### src/rtl/rpmt_pkg.sv
// Package: shared types and constants for the retry priority message table.
package rpmt_pkg;

  typedef enum logic [2:0] {
    ACT_ENQUEUE = 3'd0,
    ACT_CLAIM   = 3'd1,
    ACT_DELIVER = 3'd2,
    ACT_RETRY   = 3'd3,
    ACT_REMOVE  = 3'd4,
    ACT_DROP    = 3'd5
  } action_t;

  typedef enum logic [1:0] {
    ST_OK        = 2'd0,
    ST_FULL      = 2'd1,
    ST_NOT_FOUND = 2'd2
  } status_t;

  typedef enum logic [1:0] {
    ES_PENDING  = 2'd0,
    ES_INFLIGHT = 2'd1,
    ES_DEAD     = 2'd2
  } entry_state_t;

  typedef struct packed {
    logic [2:0]  action;
    logic [63:0] msg_id;
    logic [1:0]  priority_req;
    logic [62:0] created_us;
    logic [62:0] now_us;
    logic [62:0] retry_at_us;
    logic        dead_flag;
    logic [31:0] error_code;
  } req_t;

  typedef struct packed {
    logic [1:0]  out_status;
    logic [63:0] found_id;
    logic [1:0]  found_priority;
    logic [31:0] attempts;
    logic [62:0] found_created_us;
    logic [62:0] found_retry_us;
    logic [31:0] found_error;
  } rsp_t;

  // One stored entry.
  typedef struct packed {
    logic [63:0] id;
    logic [1:0]  state;
    logic [1:0]  prio;
    logic [31:0] attempts;
    logic [62:0] created;
    logic [62:0] last_attempt;
    logic [62:0] retry;
    logic [31:0] error;
  } entry_t;

  localparam int CfgIdxW = 1;
  localparam int CfgDataW = 6;
  localparam logic [CfgIdxW-1:0] CFG_CAPACITY = 1'd0;
  localparam logic [CfgIdxW-1:0] CFG_DROP = 1'd1;

endpackage

### src/rtl/rpmt_cmp.sv
// Shared compare unit: id match and whether a scanned entry beats the best.
module rpmt_cmp (
  input  logic [2:0]    action,
  input  logic          drop_policy,
  input  logic [62:0]   now_us,
  input  logic [63:0]   msg_id,
  input  logic          have_best,
  input  rpmt_pkg::entry_t cand,
  input  rpmt_pkg::entry_t best,
  output logic          take,
  output logic          id_hit
);
  logic pending;
  logic better_claim;
  logic better_drop;

  always_comb begin
    pending = (cand.state == rpmt_pkg::ES_PENDING);
    id_hit = (cand.id == msg_id);
    better_claim = (cand.prio > best.prio) ||
                   ((cand.prio == best.prio) && ((cand.retry < best.retry) ||
                   ((cand.retry == best.retry) && (cand.created < best.created))));
    if (drop_policy) begin
      better_drop = (cand.prio < best.prio) ||
                    ((cand.prio == best.prio) && (cand.created < best.created));
    end else begin
      better_drop = (cand.created < best.created);
    end
    take = 1'b0;
    if (action == rpmt_pkg::ACT_CLAIM) begin
      take = pending && (cand.retry <= now_us) && (!have_best || better_claim);
    end else if (action == rpmt_pkg::ACT_DROP) begin
      take = pending && (!have_best || better_drop);
    end
  end
endmodule

### config.mk
export PLATFORM = sky130hd
export DESIGN_NAME = rpmt_cmp
export DESIGN_NICKNAME = d
export VERILOG_FILES = /design/src/rtl/rpmt_pkg.sv /design/src/rtl/rpmt_cmp.sv
export SDC_FILE = /design/constraint.sdc
export NUM_CORES = 1
export LEC_CHECK = 0
export ABC_AREA = 1
export CORE_AREA = 2 2 303 305
export DETAILED_ROUTE_END_ITERATION = 8
export DIE_AREA = 0 0 305 307
export DONT_BUFFER_PORTS = 1
export MAX_ROUTING_LAYER = met4
export PLACE_DENSITY = 0.3
export SLEW_MARGIN = 20
export SYNTH_ARGS = -nofsm -noshare
export SYNTH_HDL_FRONTEND = slang
export SYNTH_SLANG_ARGS = --single-unit
### constraint.sdc
create_clock -name vclk -period 2.3
set_clock_uncertainty 0.15 [all_clocks]
set_input_delay 0.345 -clock vclk [all_inputs]
set_output_delay 0.345 -clock vclk [all_outputs]
set_load 0.01 [all_outputs]
---- Word level (Yosys, flattened, before mapping) ----
Cells that the tools add are included.
word-level totals
  register bits ........................... 0
  bits of input ports ..................... 774
  output and inout bits ................... 2
  logic and storage cells ................. 26
operators by class
  order comparisons ....................... 5
  eq/ne operators ......................... 5
  muxes and demuxes ....................... 3
  reductions and logical operators ........ 13
operators by type and width
  cell                count
  $lt 63x63->1        2
  $eq 64x64->1        1
  $eq 63x63->1        1
  $le 63x63->1        1
  $logic_and 1x1->1   6
  $logic_or 1x1->1    5
  $eq 3x1->1 const B  1
  $eq 3x3->1 const B  1
  $mux 1              3
  $eq 2x2->1          1
  $gt 2x2->1          1
  $logic_not 2->1     1
  $lt 2x2->1          1
  $logic_not 1->1     1

---- Longest topological paths before layout ----
  word-level depth ........................ 8
  gate-level depth with buffers ........... 19

---- Worst setup path after synthesis ----
No wires, ideal clock.
  path type ............................... input-to-output
  start point ............................. input port best[94] in the netlist's numbering
  end point ............................... output port take
  arrival ................................. 1.572 ns
  data required time ...................... 1.805 ns
  path slack .............................. 0.233 ns
  cell stages on the path ................. 15
  cells stage by stage .................... inv_1 ha_1 nand2_2 nor2_4 nand2_2 nor3_2 nand2_1 nor2_1 nand2_1 nand2_1 nand3_1 nand2_1 nand2_1 nand2_1 nand2_1
between the ends
  word-level cells in the longest chain between the ends .. 8
ends and longest elaborated chain
  what                                                  line            text
  from (decl)                                           rpmt_cmp.sv:9   input rpmt_pkg::entry_t best,
  branches (longest 2 deep; another with $lt 63x63->1)  --
  $logic_or 1x1->1 (*)                                  rpmt_cmp.sv:21  ((cand.prio == best.prio) && ((cand.retry < best.retry) ||
  $logic_and 1x1->1 (*)                                 rpmt_cmp.sv:21
  $logic_or 1x1->1 (*)                                  rpmt_cmp.sv:20  better_claim = (cand.prio > best.prio) ||
  $logic_or 1x1->1 (*)                                  rpmt_cmp.sv:31  take = pending && (cand.retry <= now_us) && (!have_best || better_claim);
  $logic_and 1x1->1 (*)                                 rpmt_cmp.sv:31
  $mux 1 (*)                                            rpmt_cmp.sv:30  if (action == rpmt_pkg::ACT_CLAIM) begin
  to (decl)                                             rpmt_cmp.sv:10  output logic take,
Every way passes the cells marked *.

---- Worst setup path after layout ----
Ends and elaborated chain as after synthesis.

==> summary.md <==
| Metric | Value |
|---|---|
| Syn avg cell area | 6.06 um^2 |
| Core ar. | 90,700 um^2 |
| Flop pwr share | 0% |
| Placed Instances | 2,274 |
| Pre-antenna DRT Iters | 5 |
| Die area | 93,600 um^2 |
| Dpl cell area | 8190 um^2 |
| Final HPWL DP | 43,400 um |
| Slew @ Worst Pin | 0.380 ns |
| Mapped Area | 6180 um^2 |
| Worst EP required | 1.80 ns |
| Port bufs | 0 |
| Failing checks | setup timing |
| Starting DRT DRC Count | 205 |
| CP endpoint kind | primary output |
| Met1 WL | 16,000 um |
| CP startpoint | best[94] |
| Filler cells | 10,700 |
| Vias post-DR | 6,670 |
| Synth Net Count | 1,983 |
| Initial antenna violation count | 34 |
| Setup crit start kind | input pin |
| Non-Filler Cell Area, Final | 8940 um^2 |
| Synth Area in Compound Gates | 10.9% |
| Overall Global Routing Usage | 9.22% |
| Largest family of logic cells by synthesized area | adder cells |
| Nets@finish | 2,055 |
| Area of the multi-input gates | 5760 um^2 |
| Register area | 0 um^2 |
| Initial Util | 6.81% |
| Yosys top cell area share | 38.5% |
| RSZ-0062 raised after global routing | true |
| Non-filler cells, final | 2,301 |
| Peak supply drop | 0.0000530 V |
| Sw power | 0.000741 W |
| Clock Power Share | 0% |
| CP arrival | 1.96 ns |
| Met3 WL | 7860 um |
| Layout Area Growth over Synthesis | 44.7% |
| Fin crit share | 107% |
| DRC violations left | 0 |
| Final worst setup slack | -0.159 ns |
| Post-synth cell types | 30 |
| Area contributors post-synth | ha_1, inv_1, nand2_1 |
| Critical path fanouts, max | 2 |
| # IOs | 776 |
| Final hold violations | 0 |
| Max-slew violations | 0 |
| Maxcap violations | 0 |
| Vias/cell | 2.90 |
| Met2 wire len | 20,000 um |
| Status | finished, violations left |
| Cell row count | 111 |
| Die W | 305 um |
| Slowest-stage cell, CP | ha_4 |
| Die height | 307 um |
| # clk buffers | 0 |
| Tmin final | 2.46 ns |
| Synth Area in Simple Gates | 27.3% |
| Share of cells above drive strength 1 | 17.4% |
| Setup tns final | -0.159 ns |
| Final Wtd Congestion | 0.873 |
| XOR/XNOR share of the synthesized area | 6.66% |
| CP peak stage delay | 0.26 ns |
| Sequential area share after synthesis | 0% |
| Wirelength per Cell | 19.3 um |
| Number of global-route vias before repair | 6,912 |
| Worst min-delay path startpoint | have_best |
| Portion of netlist area occupied by mux cells | 0% |
| Final setup fails | 1 |
| Combinational share of power | 100.0% |
| Max Freq | 407 MHz |
| Routed WL | 44,500 um |
| Synth warnings | 0 |
| Power Dens Cells | 154 nW/um^2 |
| Worst hold path type | input pin to primary output |
| Internal cell power | 0.000638 W |
| Final ANT Viol Nets | 0 |
| Gr ovfl total | 0 |
| FF+latch count | 0 |
| Largest net degree at the start of global routing | 4 |
| Lkg Pwr | 4.49 nW |
| Net Sw Frac | 53.7% |
| Global-route wire length before repair | 56,500 um |
| Highest metal used | met4 |
| Cells after Synth | 1,019 |
| Dominant cell type by area after synthesis | ha_1 |
| CP Class | input pin to primary output |
| Slew headroom | 74.6% |
| Critical-path cell list | inv_8 -> ha_4 -> nand2_4 -> nor2_4 -> nand4_1 -> nor3_2 -> buf_4 -> nand3_2 -> nor2_2 -> buf_6 -> nand3_2 -> nand3_2 -> nand2_2 -> nand2_2 -> nand2_2 -> nand2_4 |
| Post-synthesis adder-cell area fraction | 38.5% |
cell families (layout without fill, tap and decap cells):
kind of cell	count (synthesis)	in the layout
other	0	26
AO/OA/AOI/OAI	121	121
XOR/XNOR	47	47
AND/OR/NAND/NOR	387	387
buffers and inverters	274	344
adder cells (fa/ha/maj)	190	190
layout make-up:
class                      instances  area share, %
antenna                           26          0.728
inverter                         274           11.9
multi-input combinational        745           64.5
tap                             1186           16.6
timing repair buffer              70           6.31
critical path, delay by kind of cell:
family | cells | cell delay, ns
simple gates | 12 | 1.03
buf+inv | 3 | 0.31
fa+ha+maj | 1 | 0.26
per-stage QoR:
stage / worst slack [ns] / total power (W) / hold slack [ns] / utilization (%)
after CTS: -0.381 / 0.00129 / 0.706 / 9.16
after detailed placement: -0.766 / 0.00126 / 0.729 / 9.03
after global routing: -0.325 / 0.00160 / 0.732 / 9.86
final: -0.159 / 0.00138 / 0.709 / 9.86
after global placement: -0.805 / 0.00125 / 0.726 / 9.03
after floorplan: 0.233 / 0.000775 / 0.682 / -
power groups by stage:
stage | Combinational (W) | Sequential, W | Clock [W]
detailed placement | 0.00126 | 0 | 0
finish | 0.00138 | 0 | 0.00000000155
global route | 0.00160 | 0 | 0.00000000154
floorplan | 0.000775 | 0 | 0
CTS | 0.00129 | 0 | 0
global placement | 0.00125 | 0 | 0
cell usage in the layout, fill, tap and decap left out, drive strengths merged, types with 26 or more instances in the layout:
cell / n
xnor2: 47
nor2: 63
buf: 70
ha: 190
inv: 273
diode: 26
nand4: 32
a21oi: 75
nand3: 28
nand2: 232
cells in the mapped netlist:
master	number
inv_1	270
nand2_1	228
ha_1	190
a21oi_1	74
nor2_1	54
xnor2_1	47
nand4_1	32
nand3_1	28
nor3_1	14
o21ai_0	11
o21ai_1	11
o21a_1	8
or2_2	8
nor2_2	7
nor4_1	5
o2111ai_1	5
inv_2	4
nand2_2	4
a21o_1	3
a21boi_0	2
nand3b_1	2
nor2_4	2
o211ai_1	2
o21bai_1	2
a21oi_2	1
a31oi_1	1
and3b_1	1
nor3_2	1
nor4b_1	1
o221ai_1	1
repair_timing:
item | CTS | global route
pin swaps | 11 | 64
gates resized for setup | 24 | 118
hold buffers | 0 | 0
endpoints found under the setup margin | 1 | 1
setup buffers | 1 | 3
worst paths after layout:
kind	end	slack, ns	cells past startpoint
hold / removal	take	0.71	3
setup / recovery	take	-0.16	16
layer usage:
metal | GRT usage [%] | vias up
met5 | - | -
met4 | 0.829 | 0
met3 | 6.97 | 22
met2 | 15.1 | 366
met1 | 9.01 | 2847
li1 | - | 3435
No activity file was read; power rests on OpenSTA's default activity.
